--- src/rtl/cpi_pkg.sv ---
`timescale 1ns / 1ps
// ----------------------------------------------------------------------------
// cpi_pkg
// Types and constants shared by the colour map interpolator.
// ----------------------------------------------------------------------------
package cpi_pkg;

	localparam int SAMPLE_W  = 16;
	localparam int CHAN_W    = 8;
	localparam int RGB_W     = 24;
	localparam int STOP_REGS = 5;
	localparam int DIV_W     = 16;
	localparam int T_W       = 19;
	localparam int SEG_W     = 3;
	localparam int IDX_W     = 3;
	localparam int X_W       = 24;
	localparam int NUM_CH    = 3;
	localparam int ADDR_W    = 5;
	localparam int DATA_W    = 32;

	localparam logic [IDX_W-1:0] REG_LOW_BOUND  = 3'd0;
	localparam logic [IDX_W-1:0] REG_HIGH_BOUND = 3'd1;
	localparam logic [IDX_W-1:0] REG_STOP_0     = 3'd2;

	localparam logic signed [SAMPLE_W-1:0] LOW_RESET  = 16'sd0;
	localparam logic signed [SAMPLE_W-1:0] HIGH_RESET = 16'sd32767;
	localparam logic [STOP_REGS-1:0][RGB_W-1:0] STOP_RESET = {
		24'hFF0000, 24'hFFFF00, 24'h00FF00, 24'h00FFFF, 24'h0000FF
	};

	typedef struct packed {
		logic signed [SAMPLE_W-1:0]        low_bound;
		logic signed [SAMPLE_W-1:0]        high_bound;
		logic [STOP_REGS-1:0][RGB_W-1:0]   stop_color;
	} cfg_t;

	typedef struct packed {
		logic             below;
		logic             above;
		logic [T_W-1:0]   rem;
		logic [SEG_W-1:0] seg;
	} seg_t;

	typedef struct packed {
		logic                          below;
		logic                          above;
		logic [NUM_CH-1:0][X_W-1:0]    rem;
		logic [NUM_CH-1:0][CHAN_W-1:0] quo;
		logic [NUM_CH-1:0]             neg;
		logic [NUM_CH-1:0][CHAN_W-1:0] base;
	} lerp_t;

endpackage

--- src/rtl/cpi_sample_if.sv ---
`timescale 1ns / 1ps
// ----------------------------------------------------------------------------
// cpi_sample_if
// Sample request channel with valid/ready handshake.
// ----------------------------------------------------------------------------
interface cpi_sample_if;
	logic                                 valid;
	logic                                 ready;
	logic signed [cpi_pkg::SAMPLE_W-1:0]  sample;

	modport source (output valid, output sample, input ready);
	modport sink (input valid, input sample, output ready);
endinterface

--- src/rtl/cpi_color_if.sv ---
`timescale 1ns / 1ps
// ----------------------------------------------------------------------------
// cpi_color_if
// RGB result channel with valid/ready handshake.
// ----------------------------------------------------------------------------
interface cpi_color_if;
	logic                        valid;
	logic                        ready;
	logic [cpi_pkg::CHAN_W-1:0]  red;
	logic [cpi_pkg::CHAN_W-1:0]  green;
	logic [cpi_pkg::CHAN_W-1:0]  blue;

	modport source (output valid, output red, output green, output blue, input ready);
	modport sink (input valid, input red, input green, input blue, output ready);
endinterface

--- src/rtl/cpi_cfg_regs.sv ---
`timescale 1ns / 1ps
// ----------------------------------------------------------------------------
// cpi_cfg_regs
// APB register file holding the bounds and the colour stops.
// ----------------------------------------------------------------------------
module cpi_cfg_regs (
	input  logic                         clk,
	input  logic                         arst_n,
	input  logic                         psel,
	input  logic                         penable,
	input  logic                         pwrite,
	input  logic [cpi_pkg::ADDR_W-1:0]   paddr,
	input  logic [cpi_pkg::DATA_W-1:0]   pwdata,
	output logic [cpi_pkg::DATA_W-1:0]   prdata,
	output logic                         pready,
	output cpi_pkg::cfg_t                cfg
);

	logic [cpi_pkg::IDX_W-1:0] idx;
	logic [cpi_pkg::IDX_W-1:0] stop_idx;
	logic                      wr_en;
	logic                      is_stop;
	cpi_pkg::cfg_t             cfg_q;

	assign idx      = paddr[cpi_pkg::ADDR_W-1:2];
	assign stop_idx = idx - cpi_pkg::REG_STOP_0;
	assign is_stop  = (idx >= cpi_pkg::REG_STOP_0) &&
	                  (stop_idx < cpi_pkg::IDX_W'(cpi_pkg::STOP_REGS));
	assign wr_en    = psel & penable & pwrite;
	assign pready   = 1'b1;
	assign cfg      = cfg_q;

	always_ff @(posedge clk or negedge arst_n) begin
		if (!arst_n) begin
			cfg_q.low_bound  <= cpi_pkg::LOW_RESET;
			cfg_q.high_bound <= cpi_pkg::HIGH_RESET;
			cfg_q.stop_color <= cpi_pkg::STOP_RESET;
		end else if (wr_en) begin
			priority if (idx == cpi_pkg::REG_LOW_BOUND) begin
				cfg_q.low_bound <= pwdata[cpi_pkg::SAMPLE_W-1:0];
			end else if (idx == cpi_pkg::REG_HIGH_BOUND) begin
				cfg_q.high_bound <= pwdata[cpi_pkg::SAMPLE_W-1:0];
			end else if (is_stop) begin
				cfg_q.stop_color[stop_idx] <= pwdata[cpi_pkg::RGB_W-1:0];
			end else begin
				cfg_q.low_bound <= cfg_q.low_bound;
			end
		end
	end

	always_comb begin
		prdata = '0;
		priority if (idx == cpi_pkg::REG_LOW_BOUND) begin
			prdata = cpi_pkg::DATA_W'(unsigned'(cfg_q.low_bound));
		end else if (idx == cpi_pkg::REG_HIGH_BOUND) begin
			prdata = cpi_pkg::DATA_W'(unsigned'(cfg_q.high_bound));
		end else if (is_stop) begin
			prdata = cpi_pkg::DATA_W'(cfg_q.stop_color[stop_idx]);
		end else begin
			prdata = '0;
		end
	end

endmodule

--- src/rtl/cpi_seg_cell.sv ---
`timescale 1ns / 1ps
// ----------------------------------------------------------------------------
// cpi_seg_cell
// One restoring division step of the segment quotient, with its own stage.
// ----------------------------------------------------------------------------
module cpi_seg_cell #(
	parameter int SHIFT = 0
) (
	input  logic                        clk,
	input  logic                        arst_n,
	input  logic                        in_valid,
	output logic                        in_ready,
	input  cpi_pkg::seg_t               in_data,
	input  logic [cpi_pkg::DIV_W-1:0]   divisor,
	output logic                        out_valid,
	input  logic                        out_ready,
	output cpi_pkg::seg_t               out_data
);

	logic [cpi_pkg::T_W:0] dsh;
	logic [cpi_pkg::T_W:0] rem_ext;
	logic                  fits;
	cpi_pkg::seg_t         nxt;
	cpi_pkg::seg_t         data_q;
	logic                  valid_q;

	assign dsh      = (cpi_pkg::T_W + 1)'(divisor) << SHIFT;
	assign rem_ext  = (cpi_pkg::T_W + 1)'(in_data.rem);
	assign fits     = rem_ext >= dsh;
	assign in_ready = ~valid_q | out_ready;

	always_comb begin
		nxt = in_data;
		if (fits) begin
			nxt.rem        = cpi_pkg::T_W'(rem_ext - dsh);
			nxt.seg[SHIFT] = 1'b1;
		end
	end

	always_ff @(posedge clk or negedge arst_n) begin
		if (!arst_n) begin
			valid_q <= 1'b0;
		end else if (in_ready) begin
			valid_q <= in_valid;
		end
	end

	always_ff @(posedge clk) begin
		if (in_ready && in_valid) begin
			data_q <= nxt;
		end
	end

	assign out_valid = valid_q;
	assign out_data  = data_q;

endmodule

--- src/rtl/cpi_lerp_cell.sv ---
`timescale 1ns / 1ps
// ----------------------------------------------------------------------------
// cpi_lerp_cell
// One restoring division step of the blend weight, all channels side by side.
// ----------------------------------------------------------------------------
module cpi_lerp_cell #(
	parameter int SHIFT = 0
) (
	input  logic                        clk,
	input  logic                        arst_n,
	input  logic                        in_valid,
	output logic                        in_ready,
	input  cpi_pkg::lerp_t              in_data,
	input  logic [cpi_pkg::DIV_W-1:0]   divisor,
	output logic                        out_valid,
	input  logic                        out_ready,
	output cpi_pkg::lerp_t              out_data
);

	logic [cpi_pkg::X_W:0] dsh;
	cpi_pkg::lerp_t        nxt;
	cpi_pkg::lerp_t        data_q;
	logic                  valid_q;

	assign dsh      = (cpi_pkg::X_W + 1)'(divisor) << SHIFT;
	assign in_ready = ~valid_q | out_ready;

	always_comb begin
		nxt = in_data;
		for (int c = 0; c < cpi_pkg::NUM_CH; c++) begin
			if ((cpi_pkg::X_W + 1)'(in_data.rem[c]) >= dsh) begin
				nxt.rem[c]        = cpi_pkg::X_W'((cpi_pkg::X_W + 1)'(in_data.rem[c]) - dsh);
				nxt.quo[c][SHIFT] = 1'b1;
			end
		end
	end

	always_ff @(posedge clk or negedge arst_n) begin
		if (!arst_n) begin
			valid_q <= 1'b0;
		end else if (in_ready) begin
			valid_q <= in_valid;
		end
	end

	always_ff @(posedge clk) begin
		if (in_ready && in_valid) begin
			data_q <= nxt;
		end
	end

	assign out_valid = valid_q;
	assign out_data  = data_q;

endmodule

--- src/rtl/colormap_piecewise_interpolator.sv ---
`timescale 1ns / 1ps
// ----------------------------------------------------------------------------
// colormap_piecewise_interpolator
// Maps a signed sample onto a false-colour RGB triple between colour stops.
// ----------------------------------------------------------------------------
// pipeline of bound check, 3 segment cells, stop select, multiply,
// 8 blend cells and the output register
// throughput one request per cycle, each cell stalls only when full
// reset clears all stage valid flags and loads the jet stops and bounds
module colormap_piecewise_interpolator #(
	parameter int NUM_STOPS = 5
) (
	input  logic                         clk,
	input  logic                         arst_n,
	cpi_sample_if.sink                   samples,
	cpi_color_if.source                  colors,
	input  logic                         psel,
	input  logic                         penable,
	input  logic                         pwrite,
	input  logic [cpi_pkg::ADDR_W-1:0]   paddr,
	input  logic [cpi_pkg::DATA_W-1:0]   pwdata,
	output logic [cpi_pkg::DATA_W-1:0]   prdata,
	output logic                         pready
);

	localparam int LERP_CELLS = cpi_pkg::CHAN_W;
	localparam logic [cpi_pkg::IDX_W-1:0] LAST_IDX = cpi_pkg::IDX_W'(NUM_STOPS - 1);
	localparam logic [cpi_pkg::T_W-1:0]   SEG_MUL  = cpi_pkg::T_W'(NUM_STOPS - 1);

	function automatic logic [cpi_pkg::RGB_W-1:0] stop_at(
		input cpi_pkg::cfg_t c,
		input logic [cpi_pkg::IDX_W-1:0] i
	);
		logic [cpi_pkg::RGB_W-1:0] v;
		v = '0;
		if (i < cpi_pkg::IDX_W'(cpi_pkg::STOP_REGS)) begin
			v = c.stop_color[i];
		end
		return v;
	endfunction

	cpi_pkg::cfg_t              cfg;
	logic [cpi_pkg::DIV_W-1:0]  span;
	logic [cpi_pkg::DIV_W-1:0]  offset;

	cpi_cfg_regs u_cfg (
		.clk     (clk),
		.arst_n  (arst_n),
		.psel    (psel),
		.penable (penable),
		.pwrite  (pwrite),
		.paddr   (paddr),
		.pwdata  (pwdata),
		.prdata  (prdata),
		.pready  (pready),
		.cfg     (cfg)
	);

	assign span   = cpi_pkg::DIV_W'(cfg.high_bound - cfg.low_bound);
	assign offset = cpi_pkg::DIV_W'(samples.sample - cfg.low_bound);

	// bound check and scaled offset
	logic                 valid_s1;
	cpi_pkg::seg_t        data_s1;
	logic [cpi_pkg::SEG_W:0] seg_valid;
	logic [cpi_pkg::SEG_W:0] seg_ready;
	cpi_pkg::seg_t        seg_data [cpi_pkg::SEG_W+1];

	assign samples.ready = ~valid_s1 | seg_ready[0];

	always_ff @(posedge clk or negedge arst_n) begin
		if (!arst_n) begin
			valid_s1 <= 1'b0;
		end else if (samples.ready) begin
			valid_s1 <= samples.valid;
		end
	end

	always_ff @(posedge clk) begin
		if (samples.ready && samples.valid) begin
			data_s1.below <= $signed(samples.sample) <= $signed(cfg.low_bound);
			data_s1.above <= $signed(samples.sample) >= $signed(cfg.high_bound);
			data_s1.rem   <= cpi_pkg::T_W'(offset) * SEG_MUL;
			data_s1.seg   <= '0;
		end
	end

	assign seg_valid[0] = valid_s1;
	assign seg_data[0]  = data_s1;

	// segment quotient, most significant step first
	for (genvar k = 0; k < cpi_pkg::SEG_W; k++) begin : g_seg
		cpi_seg_cell #(
			.SHIFT (cpi_pkg::SEG_W - 1 - k)
		) u_cell (
			.clk       (clk),
			.arst_n    (arst_n),
			.in_valid  (seg_valid[k]),
			.in_ready  (seg_ready[k]),
			.in_data   (seg_data[k]),
			.divisor   (span),
			.out_valid (seg_valid[k+1]),
			.out_ready (seg_ready[k+1]),
			.out_data  (seg_data[k+1])
		);
	end

	// stop select
	logic                        valid_s2;
	logic                        below_s2;
	logic                        above_s2;
	logic [cpi_pkg::DIV_W-1:0]   frac_s2;
	logic [cpi_pkg::RGB_W-1:0]   ca_s2;
	logic [cpi_pkg::RGB_W-1:0]   cb_s2;
	logic                        ready_s2;
	logic [cpi_pkg::IDX_W-1:0]   seg_lo;
	logic [cpi_pkg::IDX_W-1:0]   seg_hi;

	assign seg_lo = (seg_data[cpi_pkg::SEG_W].seg > LAST_IDX - 1'b1) ?
	                LAST_IDX - 1'b1 : seg_data[cpi_pkg::SEG_W].seg;
	assign seg_hi = seg_lo + 1'b1;
	assign seg_ready[cpi_pkg::SEG_W] = ~valid_s2 | ready_s2;

	always_ff @(posedge clk or negedge arst_n) begin
		if (!arst_n) begin
			valid_s2 <= 1'b0;
		end else if (seg_ready[cpi_pkg::SEG_W]) begin
			valid_s2 <= seg_valid[cpi_pkg::SEG_W];
		end
	end

	always_ff @(posedge clk) begin
		if (seg_ready[cpi_pkg::SEG_W] && seg_valid[cpi_pkg::SEG_W]) begin
			below_s2 <= seg_data[cpi_pkg::SEG_W].below;
			above_s2 <= seg_data[cpi_pkg::SEG_W].above;
			frac_s2  <= seg_data[cpi_pkg::SEG_W].rem[cpi_pkg::DIV_W-1:0];
			ca_s2    <= stop_at(cfg, seg_lo);
			cb_s2    <= stop_at(cfg, seg_hi);
		end
	end

	// channel differences times fraction
	logic                    valid_s3;
	cpi_pkg::lerp_t          data_s3;
	cpi_pkg::lerp_t          mul_nxt;
	logic [LERP_CELLS:0]     lerp_valid;
	logic [LERP_CELLS:0]     lerp_ready;
	cpi_pkg::lerp_t          lerp_data [LERP_CELLS+1];

	assign ready_s2 = ~valid_s3 | lerp_ready[0];

	always_comb begin
		logic [cpi_pkg::CHAN_W-1:0] a;
		logic [cpi_pkg::CHAN_W-1:0] b;
		logic [cpi_pkg::CHAN_W-1:0] mag;
		mul_nxt       = '0;
		mul_nxt.below = below_s2;
		mul_nxt.above = above_s2;
		for (int c = 0; c < cpi_pkg::NUM_CH; c++) begin
			a   = ca_s2[cpi_pkg::RGB_W-1-cpi_pkg::CHAN_W*c -: cpi_pkg::CHAN_W];
			b   = cb_s2[cpi_pkg::RGB_W-1-cpi_pkg::CHAN_W*c -: cpi_pkg::CHAN_W];
			mag = (b >= a) ? b - a : a - b;
			mul_nxt.neg[c]  = b < a;
			mul_nxt.base[c] = a;
			mul_nxt.rem[c]  = cpi_pkg::X_W'(mag) * cpi_pkg::X_W'(frac_s2);
		end
	end

	always_ff @(posedge clk or negedge arst_n) begin
		if (!arst_n) begin
			valid_s3 <= 1'b0;
		end else if (ready_s2) begin
			valid_s3 <= valid_s2;
		end
	end

	always_ff @(posedge clk) begin
		if (ready_s2 && valid_s2) begin
			data_s3 <= mul_nxt;
		end
	end

	assign lerp_valid[0] = valid_s3;
	assign lerp_data[0]  = data_s3;

	// blend weight quotient, most significant step first
	for (genvar k = 0; k < LERP_CELLS; k++) begin : g_lerp
		cpi_lerp_cell #(
			.SHIFT (LERP_CELLS - 1 - k)
		) u_cell (
			.clk       (clk),
			.arst_n    (arst_n),
			.in_valid  (lerp_valid[k]),
			.in_ready  (lerp_ready[k]),
			.in_data   (lerp_data[k]),
			.divisor   (span),
			.out_valid (lerp_valid[k+1]),
			.out_ready (lerp_ready[k+1]),
			.out_data  (lerp_data[k+1])
		);
	end

	// rounding, blend and end-stop override
	logic                                       valid_s4;
	logic [cpi_pkg::NUM_CH-1:0][cpi_pkg::CHAN_W-1:0] rgb_s4;
	logic [cpi_pkg::NUM_CH-1:0][cpi_pkg::CHAN_W-1:0] rgb_nxt;
	cpi_pkg::lerp_t                             fin;
	logic [cpi_pkg::RGB_W-1:0]                  first_stop;
	logic [cpi_pkg::RGB_W-1:0]                  last_stop;

	assign fin        = lerp_data[LERP_CELLS];
	assign first_stop = stop_at(cfg, '0);
	assign last_stop  = stop_at(cfg, LAST_IDX);
	assign lerp_ready[LERP_CELLS] = ~valid_s4 | colors.ready;

	always_comb begin
		logic                         rnd;
		logic [cpi_pkg::CHAN_W-1:0]   q;
		for (int c = 0; c < cpi_pkg::NUM_CH; c++) begin
			rnd = {fin.rem[c][cpi_pkg::DIV_W-1:0], 1'b0} >= {1'b0, span};
			q   = fin.quo[c] + cpi_pkg::CHAN_W'(rnd);
			if (fin.below) begin
				rgb_nxt[c] = first_stop[cpi_pkg::RGB_W-1-cpi_pkg::CHAN_W*c -: cpi_pkg::CHAN_W];
			end else if (fin.above) begin
				rgb_nxt[c] = last_stop[cpi_pkg::RGB_W-1-cpi_pkg::CHAN_W*c -: cpi_pkg::CHAN_W];
			end else if (fin.neg[c]) begin
				rgb_nxt[c] = fin.base[c] - q;
			end else begin
				rgb_nxt[c] = fin.base[c] + q;
			end
		end
	end

	always_ff @(posedge clk or negedge arst_n) begin
		if (!arst_n) begin
			valid_s4 <= 1'b0;
		end else if (lerp_ready[LERP_CELLS]) begin
			valid_s4 <= lerp_valid[LERP_CELLS];
		end
	end

	always_ff @(posedge clk) begin
		if (lerp_ready[LERP_CELLS] && lerp_valid[LERP_CELLS]) begin
			rgb_s4 <= rgb_nxt;
		end
	end

	assign colors.valid = valid_s4;
	assign colors.red   = rgb_s4[0];
	assign colors.green = rgb_s4[1];
	assign colors.blue  = rgb_s4[2];

endmodule

--- src/flat_wrapper.sv ---
// flat-port wrapper written by rule: the top's interface ports become plain ports
module colormap_piecewise_interpolator_flat 
#(
	parameter int NUM_STOPS = 5
)
  (clk, arst_n, psel, penable, pwrite, paddr, pwdata, prdata, pready, samples_valid, samples_sample, samples_ready, colors_valid, colors_red, colors_green, colors_blue, colors_ready);
  cpi_sample_if samples_i ();
  cpi_color_if colors_i ();
  input  logic clk;
  input  logic arst_n;
  input  logic psel;
  input  logic penable;
  input  logic pwrite;
  input  logic [cpi_pkg::ADDR_W-1:0] paddr;
  input  logic [cpi_pkg::DATA_W-1:0] pwdata;
  output logic [cpi_pkg::DATA_W-1:0] prdata;
  output logic pready;
  input wire logic [$bits(samples_i.valid)-1:0] samples_valid;
  input wire logic [$bits(samples_i.sample)-1:0] samples_sample;
  output wire logic [$bits(samples_i.ready)-1:0] samples_ready;
  output wire logic [$bits(colors_i.valid)-1:0] colors_valid;
  output wire logic [$bits(colors_i.red)-1:0] colors_red;
  output wire logic [$bits(colors_i.green)-1:0] colors_green;
  output wire logic [$bits(colors_i.blue)-1:0] colors_blue;
  input wire logic [$bits(colors_i.ready)-1:0] colors_ready;
  assign samples_i.valid = samples_valid;
  assign samples_i.sample = samples_sample;
  assign samples_ready = samples_i.ready;
  assign colors_valid = colors_i.valid;
  assign colors_red = colors_i.red;
  assign colors_green = colors_i.green;
  assign colors_blue = colors_i.blue;
  assign colors_i.ready = colors_ready;
  colormap_piecewise_interpolator #(.NUM_STOPS(NUM_STOPS)) u_core (.clk(clk), .arst_n(arst_n), .samples(samples_i), .colors(colors_i), .psel(psel), .penable(penable), .pwrite(pwrite), .paddr(paddr), .pwdata(pwdata), .prdata(prdata), .pready(pready));
endmodule
--- config.mk ---
export PLATFORM = sky130hd
export DESIGN_NAME = colormap_piecewise_interpolator_flat
export DESIGN_NICKNAME = d
export VERILOG_FILES = /design/src/rtl/cpi_pkg.sv /design/src/rtl/cpi_sample_if.sv /design/src/rtl/cpi_color_if.sv /design/src/rtl/cpi_cfg_regs.sv /design/src/rtl/cpi_seg_cell.sv /design/src/rtl/cpi_lerp_cell.sv /design/src/rtl/colormap_piecewise_interpolator.sv /design/src/flat_wrapper.sv
export SDC_FILE = /design/constraint.sdc
export NUM_CORES = 2
export LEC_CHECK = 0
export ABC_AREA = 1
export BUFFER_PORTS_ARGS = -buffer_cell sky130_fd_sc_hd__buf_2
export CORE_AREA = 2 2 500 502
export DETAILED_ROUTE_END_ITERATION = 8
export DIE_AREA = 0 0 502 504
export PLACE_DENSITY = 0.63
export SYNTH_ARGS = -nofsm -noshare
export SYNTH_HDL_FRONTEND = slang
export SYNTH_HIERARCHICAL = 1
export SYNTH_SLANG_ARGS = --single-unit
--- constraint.sdc ---
create_clock -name clk -period 24.7 [get_ports clk]
set_clock_uncertainty 0.1 [all_clocks]
set_input_delay 2.47 -clock clk [delete_from_list [all_inputs] [get_ports clk]]
set_output_delay 2.47 -clock clk [all_outputs]
set_load 0.005 [all_outputs]
==> results.cfg <==
[timing]
worst_slew_margin_rel_pct = 17.9
min_period_over_period_pct = 33.6
setup_viol = 0
worst_pin_slew_ns = 1.23
period_minus_slack_ns = 8.29
max_freq_mhz = 121
hold_viol_final = 0
finalSetupTns_ns = 0
drv_slew = 0
rsz0062_at_grt = no

[die]
start_util_pct = 42.9
die_h_um = 504
dieArea_um2 = 253000
io_pins = 119
core_um2 = 248000
die_x_um = 502
rows = 183

[setup_path]
crit_top_cell = inv_1
cp-start-kind = primary input
worst_ep_required_time_ns = 22.13
reg2reg_from = u_core/u_cfg/cfg[129]
cp_slowest_cell = nand3_1
end_kind = output port
startpoint = colors_ready
rrSetupSlack_ns = 17.37
path_max_fanout = 3
critical_path_class = in -> out
critical-path-max-stage-delay_ns = 0.30
critPathArrivalTime_ns = 5.72

[route]
routed_wl_mm = 315
ant_nets = 0
firstDrtPassIters = 6
initialDrtViolationCount = 8155
via_per_inst = 5.10
drc = 0
vias = 86300
wl_per_cell_um = 18.6

[logic_synthesis]
syn_avg_cell_area_um2 = 7.97
yosysWarnings = 6
syn_inst = 13300
syn_area_um2 = 106000

[clock_tree]
numCtsBuffers = 154
cts.htree.levels = 4
cts.path.max_buffers = 3
cts.clk_slew.worst_paths_ns = 0.06
cts_root_buf = clkbuf_16
clkLatencyLatePin_ns = 0.81
post_cts_resized = 0
cts.sinks = 1421
cts_tree = built
post_cts_buffers = 0
cts_hold_buffers = 0

[place]
routabilityCongestion = 0.983
place_area_um2 = 110000
io_buffer_count = 99
dpl.hpwl_mm = 244

[finish]
fillers = 24300
regArea_um2 = 41900
multi_input_area_um2 = 54800
areaGrowthSynthToFinish_pct = 8.55
fin_area_um2 = 115000
drive_above_1_share_pct = 7.77
nNetsFinal = 14500

[run]
cap_violations = 0

[grt]
grt_max_degree = 89
grt_overflow_total = 0
antenna_found_initial = 11
grt_pass1_vias = 80500
grt_pass1_wl_mm = 477
grt_usage_pct = 24.6

[min_path]
hold_path_class = reg -> reg
min_from = u_core/g_lerp[6].u_cell/out_data[25]

[outcome]
status = complete, no violations
-- layout make-up --
cell class	count	area share, %
multi-input combinational	9528	47.5
clock buffer	177	3.45
tap	3330	3.61
inverter	2170	7.07
timing repair buffer	173	0.916
antenna	1	0.00217
clock inverter	109	1.08
sequential	1421	36.3
-- sequential cells by signal, indices dropped and copies added (netlist names), 16 cells and up --
register                       cells
u_core/ca_s2                      24
u_core/cb_s2                      24
u_core/data_s1                    18
u_core/data_s3                   101
u_core/frac_s2                    16
u_core/g_lerp.u_cell/out_data    976
u_core/g_seg.u_cell/out_data      69
u_core/u_cfg/cfg                 152
-- stage by stage --
step	instances	util, %	hold WS [ns]	worst slack (ns)
detailed placement	16600	44.5	0.305	16.45
finish	16900	46.6	0.288	16.41
CTS	16900	46.6	0.292	16.45
floorplan	13400	-	0.300	14.59
global placement	16600	44.5	0.300	16.51
global route	16900	46.6	0.302	16.00
-- routing by layer --
metal | up-vias | share of wire, % | GRT usage, %
met2 | 2867 | 43 | 37.5
met5 | - | 0.013 | 0
li1 | 42900 | - | -
met1 | 39900 | 44 | 34.0
met4 | 6 | 4.8 | 10.6
met3 | 609 | 8.0 | 4.61
-- placed cells by master (no fill, tap or decap), types with 21 or more instances in the layout --
master and instances:
nor2_1 983, nand2_2 115, clkinv_1 37, dfrtp_1 96, clkinv_2 26, or2_2 22, dfstp_2 71, o21ai_2 94
a21oi_1 518, inv_1 2086, conb_1 45, nor3_1 96, nand4_1 95, nor2_2 70, xor2_1 229, a22oi_1 24
buf_4 74, nand3_1 702, ha_1 731, fa_1 289, o21ai_1 75, nand3_2 47, or2_1 22, inv_2 65
and2_1 27, buf_2 98, clkbuf_16 155, o21bai_1 25, xnor2_1 145, edfxtp_1 1254, o22ai_1 47, nand2_1 4411
nor2_4 21, nand3b_1 114, a21oi_2 69, o21ai_0 364
-- critical path: cells and delay by family --
kind                   cells  cell delay, ns
buffers and inverters     16            1.79
and+or+nand+nor           14            1.43
-- worst paths after layout --
kind / end / depth (start not counted)
min in group asynchronous: u_core/colors.valid / 1
min: u_core/g_lerp[7].u_cell/out_data[25] / 0
max reg2reg: u_core/colors.green[6] / 35
max in group asynchronous: u_core/u_cfg/cfg[8] / 2
min reg2reg: u_core/g_lerp[7].u_cell/out_data[25] / 0
max: samples_ready / 30
Power is left out: the tool's default activity adds up to more than one toggle a clock period on the data nets, which glitch-free logic cannot reach.
